==> src/rtl/core/assert_macros.svh <==
// ----------------------------------------------------------------------------
// Assertion macros
// Concurrent assertion wrappers shared by the RTL; they compile away for
// synthesis.
// ----------------------------------------------------------------------------
`ifndef ASSERT_MACROS_SVH
`define ASSERT_MACROS_SVH

`ifndef SYNTHESIS

// Same-cycle implication, disabled while reset is asserted
`define ASSERT_IMPL(lbl, clk, rst_n, ante, cons, msg) \
    lbl: assert property (@(posedge clk) disable iff (!rst_n) (ante) |-> (cons)) \
        else $error(msg);

// Next-cycle implication, disabled while reset is asserted
`define ASSERT_NEXT(lbl, clk, rst_n, ante, cons, msg) \
    lbl: assert property (@(posedge clk) disable iff (!rst_n) (ante) |=> (cons)) \
        else $error(msg);

`else

`define ASSERT_IMPL(lbl, clk, rst_n, ante, cons, msg)
`define ASSERT_NEXT(lbl, clk, rst_n, ante, cons, msg)

`endif

`endif

==> src/rtl/core/bcte_pkg.sv <==
// ----------------------------------------------------------------------------
// bcte_pkg
// Shared types for the BCD civil time to epoch block: micro-op codes,
// operand selects, constant selects and the datapath control word.
// ----------------------------------------------------------------------------
package bcte_pkg;

    // Datapath operations; a step with OP_NOP may still carry a jump
    typedef enum logic [2:0] {
        OP_NOP    = 3'd0,  // no datapath action
        OP_T_LD   = 3'd1,  // tmp  <= prod
        OP_T_ADD  = 3'd2,  // tmp  <= tmp + prod
        OP_T_SHR  = 3'd3,  // tmp  <= prod >> reciprocal shift
        OP_A_LD   = 3'd4,  // acc  <= tmp + prod
        OP_A_ADD  = 3'd5,  // acc  <= acc + prod
        OP_A_SUB  = 3'd6,  // acc  <= acc - prod
        OP_A_PROD = 3'd7   // acc  <= prod
    } t_op;

    // Multiplier operand select
    typedef enum logic [3:0] {
        SRC_ONE   = 4'd0,
        SRC_SEC   = 4'd1,
        SRC_MIN   = 4'd2,
        SRC_HR    = 4'd3,
        SRC_DAY   = 4'd4,
        SRC_MP    = 4'd5,
        SRC_YOE   = 4'd6,
        SRC_YQ4   = 4'd7,
        SRC_YQ100 = 4'd8,
        SRC_TMP   = 4'd9,
        SRC_ACC   = 4'd10
    } t_src;

    // Multiplier constant select
    typedef enum logic [3:0] {
        K_1      = 4'd0,
        K_2      = 4'd1,
        K_60     = 4'd2,
        K_153    = 4'd3,
        K_365    = 4'd4,
        K_3600   = 4'd5,
        K_RECIP5 = 4'd6,
        K_OFS_HI = 4'd7,
        K_OFS_LO = 4'd8,
        K_DAY    = 4'd9
    } t_kidx;

    // Jump conditions
    typedef enum logic [1:0] {
        JC_NONE   = 2'd0,
        JC_ALWAYS = 2'd1,
        JC_PREV   = 2'd2
    } t_jc;

    localparam int PcW = 4;

    typedef struct packed {
        t_op            op;
        t_src           src;
        t_kidx          kidx;
        t_jc            jc;
        logic [PcW-1:0] target;
        logic           last;
    } t_uword;

    // Control from sequencer to datapath
    typedef struct packed {
        logic  en;
        t_op   op;
        t_src  src;
        t_kidx kidx;
    } t_dp_ctl;

    // Decoded operands held for the duration of one item
    typedef struct packed {
        logic [7:0] sec;
        logic [7:0] min;
        logic [7:0] hr;
        logic [7:0] day;
        logic [7:0] mp;
        logic [8:0] yoe;
    } t_fields;

endpackage

==> src/rtl/core/bcd_civil_time_to_epoch_uptime.sv <==
// ----------------------------------------------------------------------------
// bcd_civil_time_to_epoch_uptime
// Raw BCD clock bytes to epoch seconds since 1970-01-01 and uptime since a
// captured boot epoch, computed by a microcoded multiply-accumulate engine.
// ----------------------------------------------------------------------------
// Flow: the microprogram runs, taking a shorter path when the adjusted year falls
//   in the previous era, and the result is then loaded into the output register.
// Input: stalled from acceptance until the result is loaded; a finished item
//   waits in hold, with the input stalled, while the previous result beat is
//   still stalled.
// Reset: synchronous, active low; clears handshake state and the boot flag.
`include "assert_macros.svh"

module bcd_civil_time_to_epoch_uptime import bcte_pkg::*; (
    input  logic        i_clk,
    input  logic        i_rst_n,
    input  logic        i_in_valid,
    output logic        o_in_stall,
    input  logic        i_opcode,
    input  logic [7:0]  i_seconds_bcd,
    input  logic [7:0]  i_minutes_bcd,
    input  logic [7:0]  i_hours_bcd,
    input  logic [7:0]  i_day_bcd,
    input  logic [7:0]  i_month_bcd,
    input  logic [7:0]  i_year_bcd,
    output logic        o_out_valid,
    input  logic        i_out_stall,
    output logic [31:0] o_epoch_seconds,
    output logic [31:0] o_uptime_seconds
);

    typedef enum logic [2:0] {
        S_IDLE = 3'b001,
        S_RUN  = 3'b010,
        S_HOLD = 3'b100
    } t_state;

    function automatic logic [7:0] bcd_dec(input logic [7:0] b);
        return {4'd0, b[3:0]} + ({4'd0, b[7:4]} << 3) + ({4'd0, b[7:4]} << 1);
    endfunction

    t_state      r_state, n_state;
    t_fields     r_fld, n_fld;
    logic        r_prev, n_prev;
    logic        r_opcode;
    logic        r_out_valid;
    logic [31:0] r_epoch, r_uptime;
    logic [31:0] r_boot;
    logic        r_boot_valid;

    logic        w_accept, w_fin, w_load, w_capture, w_done;
    logic [7:0]  w_mon, w_yr;
    logic        w_le2;
    logic [31:0] w_acc;
    t_dp_ctl     w_ctl;

    assign o_in_stall = (r_state != S_IDLE);
    assign w_accept   = i_in_valid && !o_in_stall;

    // Months up to February count from March of the year before
    assign w_mon = bcd_dec(i_month_bcd);
    assign w_yr  = bcd_dec(i_year_bcd);
    assign w_le2 = (w_mon <= 8'd2);

    always_comb begin
        n_fld.sec = bcd_dec(i_seconds_bcd);
        n_fld.min = bcd_dec(i_minutes_bcd);
        n_fld.hr  = bcd_dec(i_hours_bcd);
        n_fld.day = bcd_dec(i_day_bcd);
        n_fld.mp  = w_le2 ? w_mon + 8'd9 : w_mon - 8'd3;
        n_prev    = w_le2 && (w_yr == 8'd0);
        // Year 1999 sits at the end of the previous era
        n_fld.yoe = n_prev ? 9'd399 : {1'b0, w_yr} - {8'd0, w_le2};
    end

    always_ff @(posedge i_clk) begin
        if (w_accept) begin
            r_fld    <= n_fld;
            r_prev   <= n_prev;
            r_opcode <= i_opcode;
        end
    end

    bcte_seq u_seq (
        .i_clk      (i_clk),
        .i_rst_n    (i_rst_n),
        .i_start    (w_accept),
        .i_prev_era (r_prev),
        .o_ctl      (w_ctl),
        .o_done     (w_done)
    );

    bcte_dp u_dp (
        .i_clk (i_clk),
        .i_ctl (w_ctl),
        .i_fld (r_fld),
        .o_acc (w_acc)
    );

    assign w_fin     = ((r_state == S_RUN) && w_done) || (r_state == S_HOLD);
    assign w_load    = w_fin && (!r_out_valid || !i_out_stall);
    assign w_capture = r_opcode || !r_boot_valid;

    always_comb begin
        n_state = r_state;
        unique case (r_state)
            S_IDLE:  if (w_accept) n_state = S_RUN;
            S_RUN:   if (w_done) n_state = w_load ? S_IDLE : S_HOLD;
            S_HOLD:  if (w_load) n_state = S_IDLE;
            default: n_state = S_IDLE;
        endcase
    end

    always_ff @(posedge i_clk) begin
        if (!i_rst_n) begin
            r_state      <= S_IDLE;
            r_out_valid  <= 1'b0;
            r_boot_valid <= 1'b0;
            r_boot       <= '0;
        end else begin
            r_state <= n_state;
            if (w_load) begin
                r_out_valid <= 1'b1;
            end else if (!i_out_stall) begin
                r_out_valid <= 1'b0;
            end
            if (w_load && w_capture) begin
                r_boot_valid <= 1'b1;
                r_boot       <= w_acc;
            end
        end
    end

    always_ff @(posedge i_clk) begin
        if (w_load) begin
            r_epoch  <= w_acc;
            r_uptime <= w_capture ? '0 : w_acc - r_boot;
        end
    end

    assign o_out_valid      = r_out_valid;
    assign o_epoch_seconds  = r_epoch;
    assign o_uptime_seconds = r_uptime;

    `ASSERT_IMPL(a_done_in_run, i_clk, i_rst_n, w_done, r_state == S_RUN, "done outside run")
    `ASSERT_NEXT(a_boot_sticky, i_clk, i_rst_n, r_boot_valid, r_boot_valid, "boot flag lost")
    `ASSERT_NEXT(a_capture_zero, i_clk, i_rst_n, w_load && w_capture, r_uptime == '0, "uptime set")

endmodule

==> src/rtl/core/bcte_seq.sv <==
// ----------------------------------------------------------------------------
// bcte_seq
// Microcode sequencer: step counter, control store and conditional jumps.
// ----------------------------------------------------------------------------
`include "assert_macros.svh"

module bcte_seq import bcte_pkg::*; (
    input  logic    i_clk,
    input  logic    i_rst_n,
    input  logic    i_start,
    input  logic    i_prev_era,
    output t_dp_ctl o_ctl,
    output logic    o_done
);

    // Days since epoch, then seconds. Era offsets are era*146097 - 719468.
    function automatic t_uword rom(input logic [PcW-1:0] pc);
        t_uword w;
        w = '{op: OP_NOP, src: SRC_ONE, kidx: K_1, jc: JC_NONE, target: '0, last: 1'b0};
        unique case (pc)
            4'd0:  begin w.op = OP_T_LD;   w.src = SRC_MP;    w.kidx = K_153;    end
            4'd1:  begin w.op = OP_T_ADD;  w.src = SRC_ONE;   w.kidx = K_2;      end
            4'd2:  begin w.op = OP_T_SHR;  w.src = SRC_TMP;   w.kidx = K_RECIP5; end
            4'd3:  begin w.op = OP_A_LD;   w.src = SRC_DAY;   w.kidx = K_1;      end
            4'd4:  begin w.op = OP_A_SUB;  w.src = SRC_ONE;   w.kidx = K_1;      end
            4'd5:  begin w.op = OP_A_ADD;  w.src = SRC_YOE;   w.kidx = K_365;    end
            4'd6:  begin w.op = OP_A_ADD;  w.src = SRC_YQ4;   w.kidx = K_1;      end
            4'd7:  begin w.op = OP_A_SUB;  w.src = SRC_YQ100; w.kidx = K_1;      end
            4'd8:  begin w.jc = JC_PREV;   w.target = 4'd11;                     end
            4'd9:  begin w.op = OP_A_ADD;  w.src = SRC_ONE;   w.kidx = K_OFS_HI; end
            4'd10: begin w.jc = JC_ALWAYS; w.target = 4'd12;                     end
            4'd11: begin w.op = OP_A_SUB;  w.src = SRC_ONE;   w.kidx = K_OFS_LO; end
            4'd12: begin w.op = OP_A_PROD; w.src = SRC_ACC;   w.kidx = K_DAY;    end
            4'd13: begin w.op = OP_A_ADD;  w.src = SRC_HR;    w.kidx = K_3600;   end
            4'd14: begin w.op = OP_A_ADD;  w.src = SRC_MIN;   w.kidx = K_60;     end
            4'd15: begin
                w.op = OP_A_ADD; w.src = SRC_SEC; w.kidx = K_1; w.last = 1'b1;
            end
        endcase
        return w;
    endfunction

    logic [PcW-1:0] r_pc, n_pc;
    logic           r_run, n_run;
    logic           r_done, n_done;
    t_uword         w_word;
    logic           w_take;

    assign w_word = rom(r_pc);

    always_comb begin
        priority case (w_word.jc)
            JC_ALWAYS: w_take = 1'b1;
            JC_PREV:   w_take = i_prev_era;
            default:   w_take = 1'b0;
        endcase
    end

    always_comb begin
        n_pc   = r_pc;
        n_run  = r_run;
        n_done = 1'b0;
        if (i_start) begin
            n_pc  = '0;
            n_run = 1'b1;
        end else if (r_run) begin
            n_pc = w_take ? w_word.target : r_pc + 1'b1;
            if (w_word.last) begin
                n_run  = 1'b0;
                n_done = 1'b1;
            end
        end
    end

    always_ff @(posedge i_clk) begin
        if (!i_rst_n) begin
            r_pc   <= '0;
            r_run  <= 1'b0;
            r_done <= 1'b0;
        end else begin
            r_pc   <= n_pc;
            r_run  <= n_run;
            r_done <= n_done;
        end
    end

    assign o_ctl  = '{en: r_run, op: w_word.op, src: w_word.src, kidx: w_word.kidx};
    assign o_done = r_done;

    `ASSERT_IMPL(a_done_stops, i_clk, i_rst_n, r_done, !r_run, "sequencer still running at done")
    `ASSERT_IMPL(a_start_idle, i_clk, i_rst_n, i_start, !r_run, "start while program running")

endmodule

==> src/rtl/core/bcte_dp.sv <==
// ----------------------------------------------------------------------------
// bcte_dp
// Shared multiply-accumulate datapath: one 32x18 constant multiplier feeding
// a temporary and an accumulator register.
// ----------------------------------------------------------------------------
module bcte_dp import bcte_pkg::*; (
    input  logic        i_clk,
    input  t_dp_ctl     i_ctl,
    input  t_fields     i_fld,
    output logic [31:0] o_acc
);

    localparam int KW       = 18;
    localparam int DivShift = 18;   // x/5 == (x*52429) >> 18 for x below 2^16

    function automatic logic [KW-1:0] kval(input t_kidx k);
        logic [KW-1:0] v;
        unique case (k)
            K_1:      v = 18'd1;
            K_2:      v = 18'd2;
            K_60:     v = 18'd60;
            K_153:    v = 18'd153;
            K_365:    v = 18'd365;
            K_3600:   v = 18'd3600;
            K_RECIP5: v = 18'd52429;
            K_OFS_HI: v = 18'd11017;
            K_OFS_LO: v = 18'd135080;
            K_DAY:    v = 18'd86400;
            default:  v = '0;
        endcase
        return v;
    endfunction

    logic [31:0] r_acc;
    logic [15:0] r_tmp;
    logic [31:0] w_mul_a;
    logic [31:0] w_prod;
    logic [6:0]  w_yq4;
    logic [1:0]  w_yq100;

    assign w_yq4 = i_fld.yoe[8:2];

    // Year of era stays below 400
    always_comb begin
        priority if (i_fld.yoe >= 9'd300) w_yq100 = 2'd3;
        else if (i_fld.yoe >= 9'd200)     w_yq100 = 2'd2;
        else if (i_fld.yoe >= 9'd100)     w_yq100 = 2'd1;
        else                              w_yq100 = 2'd0;
    end

    always_comb begin
        unique case (i_ctl.src)
            SRC_ONE:   w_mul_a = 32'd1;
            SRC_SEC:   w_mul_a = {24'd0, i_fld.sec};
            SRC_MIN:   w_mul_a = {24'd0, i_fld.min};
            SRC_HR:    w_mul_a = {24'd0, i_fld.hr};
            SRC_DAY:   w_mul_a = {24'd0, i_fld.day};
            SRC_MP:    w_mul_a = {24'd0, i_fld.mp};
            SRC_YOE:   w_mul_a = {23'd0, i_fld.yoe};
            SRC_YQ4:   w_mul_a = {25'd0, w_yq4};
            SRC_YQ100: w_mul_a = {30'd0, w_yq100};
            SRC_TMP:   w_mul_a = {16'd0, r_tmp};
            SRC_ACC:   w_mul_a = r_acc;
            default:   w_mul_a = '0;
        endcase
    end

    // Low 32 bits only: the accumulator wraps modulo 2^32 and the temporary keeps 16 bits
    assign w_prod = w_mul_a * {{(32-KW){1'b0}}, kval(i_ctl.kidx)};

    always_ff @(posedge i_clk) begin
        if (i_ctl.en) begin
            unique case (i_ctl.op)
                OP_NOP:    ;
                OP_T_LD:   r_tmp <= w_prod[15:0];
                OP_T_ADD:  r_tmp <= r_tmp + w_prod[15:0];
                OP_T_SHR:  r_tmp <= 16'(w_prod >> DivShift);
                OP_A_LD:   r_acc <= {16'd0, r_tmp} + w_prod;
                OP_A_ADD:  r_acc <= r_acc + w_prod;
                OP_A_SUB:  r_acc <= r_acc - w_prod;
                OP_A_PROD: r_acc <= w_prod;
            endcase
        end
    end

    assign o_acc = r_acc;

endmodule

==> config.mk <==
export PLATFORM = sky130hd
export DESIGN_NAME = bcd_civil_time_to_epoch_uptime
export DESIGN_NICKNAME = d
export VERILOG_FILES = /design/src/rtl/core/bcte_pkg.sv /design/src/rtl/core/bcd_civil_time_to_epoch_uptime.sv /design/src/rtl/core/bcte_seq.sv /design/src/rtl/core/bcte_dp.sv
export VERILOG_INCLUDE_DIRS = /design/src /design/src/rtl/core
export SDC_FILE = /design/constraint.sdc
export NUM_CORES = 1
export LEC_CHECK = 0
export BUFFER_PORTS_ARGS = -buffer_cell sky130_fd_sc_hd__buf_2
export CORE_MARGIN = 2
export CORE_UTILIZATION = 45
export CTS_CLUSTER_DIAMETER = 80
export DETAILED_ROUTE_END_ITERATION = 16
export PLACE_DENSITY = 0.61
export SYNTH_ARGS = -nofsm -noshare
export SYNTH_HDL_FRONTEND = slang
export SYNTH_HIERARCHICAL = 1
export SYNTH_SLANG_ARGS = --single-unit
==> constraint.sdc <==
create_clock -name i_clk -period 19.6 [get_ports i_clk]
set_input_delay 4.9 -clock i_clk [delete_from_list [all_inputs] [get_ports i_clk]]
set_output_delay 4.9 -clock i_clk [all_outputs]
set_load 0.01 [all_outputs]
==> flow_summary_export.csv <==
group,metric,value,unit
route,antenna_left,0,
synth,ys_ff_latch,206,
synth,synth_ff_type,"edfxtp_1",
clocking,clk_pin_slew_worst_paths,0.06,ns
clocking,clockBufferDepth,3,
placed_design,gp_congestion,0.917,
power_and_ir_drop,p_total,6.09,mW
placed_design,dp_cells,4122,
finish,final_layout_size_suffix_gt1_share,8.17,%
placed_design,place_ws,7.26,ns
timing,min_period,12.56,ns
timing,fmax,0.0796,GHz
finish,stdcell_count,4174,
worst_setup_path,endpoint_kind,"flip-flop",
floorplan,io-pin-count,119,
worst_setup_path,worstSetupStartpoint,"u_seq/r_pc[2]",
worst_setup_path,r2r_end,"u_dp/o_acc[31]",
clocking,clkSinkCount,206,
synth,synth-xor-area-share,5.76,%
synth,syn_avg_cell_area,8.77,um^2
timing,finalSetupViolCount,0,
synth,synth_mux_area_share,1.17,%
floorplan,die_area,65700,um^2
finish,ff_latch_area,5760,um^2
timing,maxSlewViolCount,0,
synth,syn-instance-count,3269,
floorplan,die_w,256,um
worst_setup_path,crit_type,"flip-flop to flip-flop",
synth,yosys.area_share.simple,15.9,%
finish,postLayoutCellArea,31100,um^2
timing,tns,0,ns
finish,syn2layout_area_growth,8.44,%
worst_setup_path,crit_top_cell,"fa_1",
grt,antenna_found_initial,0,
synth,ys_top_cells_by_count,"inv_1, nand2_1, fa_1",
timing,hold_viol_final,0,
worst_setup_path,critPathBufInv,5,
grt,grt-ovfl-total,0,
clocking,cts_setup_buffers,0,
finish,nNetsFinal,3918,
power_and_ir_drop,p_per_area,196,nW/um^2
grt,grt_max_degree,67,
flow_run,cap_viol_max_count,0,
power_and_ir_drop,p_leak,13.2,nW
worst_setup_path,cp.required,19.89,ns
synth,synthAdderAreaFrac,33.5,%
timing,worst_pin_slew,1.27,ns
synth,synth_compound_area_share,14.7,%
finish,antenna_cells,0,
synth,yosysTopAreaCell,"fa_1",
synth,synth_warnings,6,
clocking,clk_latency,0.58,ns
route,drt_wl_total,84300,um
clocking,cts_root_buf,"clkbuf_16",
status,status,"finished clean",
finish,fillCellCount,6031,
clocking,cts_tree,"built",
synth,yosysMostFrequentCell,"inv_1",
timing,rsz0062_at_grt,"false",
placed_design,place_hpwl,67500,um
floorplan,core_area,63000,um^2
worst_setup_path,reg2regPathDepth,37,
timing,finClkSkew,0.0329,ns
timing,relSlewSlack,15.2,%
grt,grt_usage,25.5,%
min_path,hold_end,"r_boot[17]",
worst_setup_path,cp_data_arrival_time,12.85,ns
worst_setup_path,worst_setup_path_start_kind,"flip-flop",
worst_setup_path,path_max_fanout,26,
synth,synth_area,28700,um^2
placed_design,place_area,30000,um^2
min_path,whs_path_depth,2,
clocking,hold_buffers,0,
worst_setup_path,critPathMaxStageDelay,1.07,ns
route,drc_errors,0,
route,vias_per_cell,5.65,
grt,grt_pass1_vias,24002,
synth,synth_edf_count,163,
floorplan,num_rows,92,
route,wl_per_cell,20.2,um
worst_setup_path,ff2ff_setup_slack,7.04,ns
clocking,htreeDepth,1,
route,drtIter0Drc,1714,
worst_setup_path,critical_path.top_delay_family,"compound AO/OA/AOI/OAI gates",
min_path,hp-start,"r_boot[17]",
floorplan,start_util,45.5,%
synth,yosys.area.top_type_share,24.3,%
min_path,min_path_type,"flip-flop to flip-flop",
worst_setup_path,r2r-start,"u_seq/r_pc[2]",
timing,final.period_utilization,64.1,%
finish,multiInputGateArea,20500,um^2
grt,grt_pass1_wl,133000,um
synth,syn-num-nets,3881,
synth,synth-async-reset-ratio,0,%
worst_setup_path,slowest_stage,"nor2b_1",
synth,ys_top_cells_by_area,"fa_1, edfxtp_1, ha_1",
clocking,cts_resized,0,
placed_design,place.port_buffers,118,
route,route.vias.total,23583,
synth,synth_top_family_by_area,"adder cells",
route,drtPass1Iterations,7,
timing,setup_slack,7.04,ns
power_and_ir_drop,max-vdd-ir-drop,0.307,mV
clocking,numCtsBuffers,28,
synth,synthDistinctLibCells,102,
synth,yosysSeqAreaShare,20.1,%
floorplan,die-height,256,um
state kept, by name, indices dropped and copies added (netlist names):
signal and cells:
o_epoch_seconds 32, o_out_valid 1, r_boot 32, u_seq/r_run 1, r_opcode 1, u_dp/r_tmp 16
r_state 3, u_seq/o_done 1, r_prev 1, r_fld 49, r_boot_valid 1, u_dp/o_acc 32
o_uptime_seconds 32, u_seq/r_pc 4
metrics by stage:
step                util (%)  hold WS [ns]
finish                  49.4         0.453
global route            49.4         0.474
CTS                     49.4         0.458
floorplan                  -         0.435
global placement        47.7         0.442
detailed placement      47.7         0.449
worst max-delay path by stage:
stage,end,cells after the start
3_5_place_dp,u_dp/o_acc[31],37
6_report,u_dp/o_acc[31],37
3_3_place_gp,u_dp/o_acc[31],37
5_1_grt,u_dp/o_acc[31],40
2_1_floorplan,u_dp/o_acc[31],47
4_1_cts,u_dp/o_acc[31],37
routing by layer:
metal  share of wire (%)  wire length, um  track usage [%]  vias to the layer above
li1                    -                -                -                    10890
met1                  44            37100             35.4                    11801
met2                  47            39800             42.1                      766
met3                 6.1             5130             3.28                      126
met4                 2.6             2220             6.79                        0
met5                   0                0                0                        -
cell usage in the layout (no fill, tap or decap), drive strengths merged, types with 8 or more instances in the layout:
cell type | synthesis | final
inv | 502 | 508
nand2 | 489 | 489
fa | 348 | 348
nor2 | 214 | 214
ha | 211 | 211
edfxtp | 163 | 163
a21oi | 160 | 160
buf | 36 | 158
xnor2 | 132 | 132
o21ai | 116 | 116
xor2 | 54 | 54
a21o | 47 | 47
nor3 | 44 | 44
dfxtp | 43 | 43
and2 | 39 | 39
a21boi | 39 | 39
nor2b | 36 | 36
clkbuf | 115 | 36
nand2b | 35 | 35
nand3 | 35 | 35
and3 | 34 | 34
a22oi | 31 | 31
o21a | 29 | 29
a211oi | 26 | 26
nand4 | 22 | 22
a31oi | 22 | 22
o211ai | 21 | 21
mux2i | 19 | 19
o31ai | 16 | 16
o22ai | 13 | 13
a22o | 12 | 12
o21bai | 11 | 11
nor4 | 11 | 11
or3 | 9 | 9
mux2 | 9 | 9
nor3b | 8 | 8
a2111oi | 8 | 8
logic make-up (layout without fill, tap and decap cells):
group / after synthesis / in the layout
flops: 206 / 206
compound gates: 624 / 624
fa+ha+maj: 559 / 559
simple gates: 1010 / 1010
mux: 30 / 30
buf+inv: 654 / 713
xor+xnor: 186 / 186
tightest hold or removal path, cell delays in order, from the launching register on:
cell and delay [ns]:
dfxtp_1 0.31, nand2_1 0.05, a21boi_1 0.05
layout make-up:
| cell class | count | share of cell area (%) |
|---|---|---|
| Clock buffer | 36 | 2.62 |
| Clock inverter | 16 | 0.688 |
| Inverter | 503 | 6.08 |
| Multi-Input combinational cell | 2409 | 65.8 |
| Sequential cell | 206 | 18.5 |
| Tap cell | 846 | 3.41 |
| Timing Repair Buffer | 158 | 2.87 |
power breakdown:
part / leakage [nW] / switching, mW / internal, mW / total [mW]
Sequential: 1.87 / 0.0283 / 0.647 / 0.676
Combinational: 10.8 / 2.85 / 2.00 / 4.86
Clock: 0.512 / 0.209 / 0.348 / 0.557
Power figures use the tool's default switching activity.
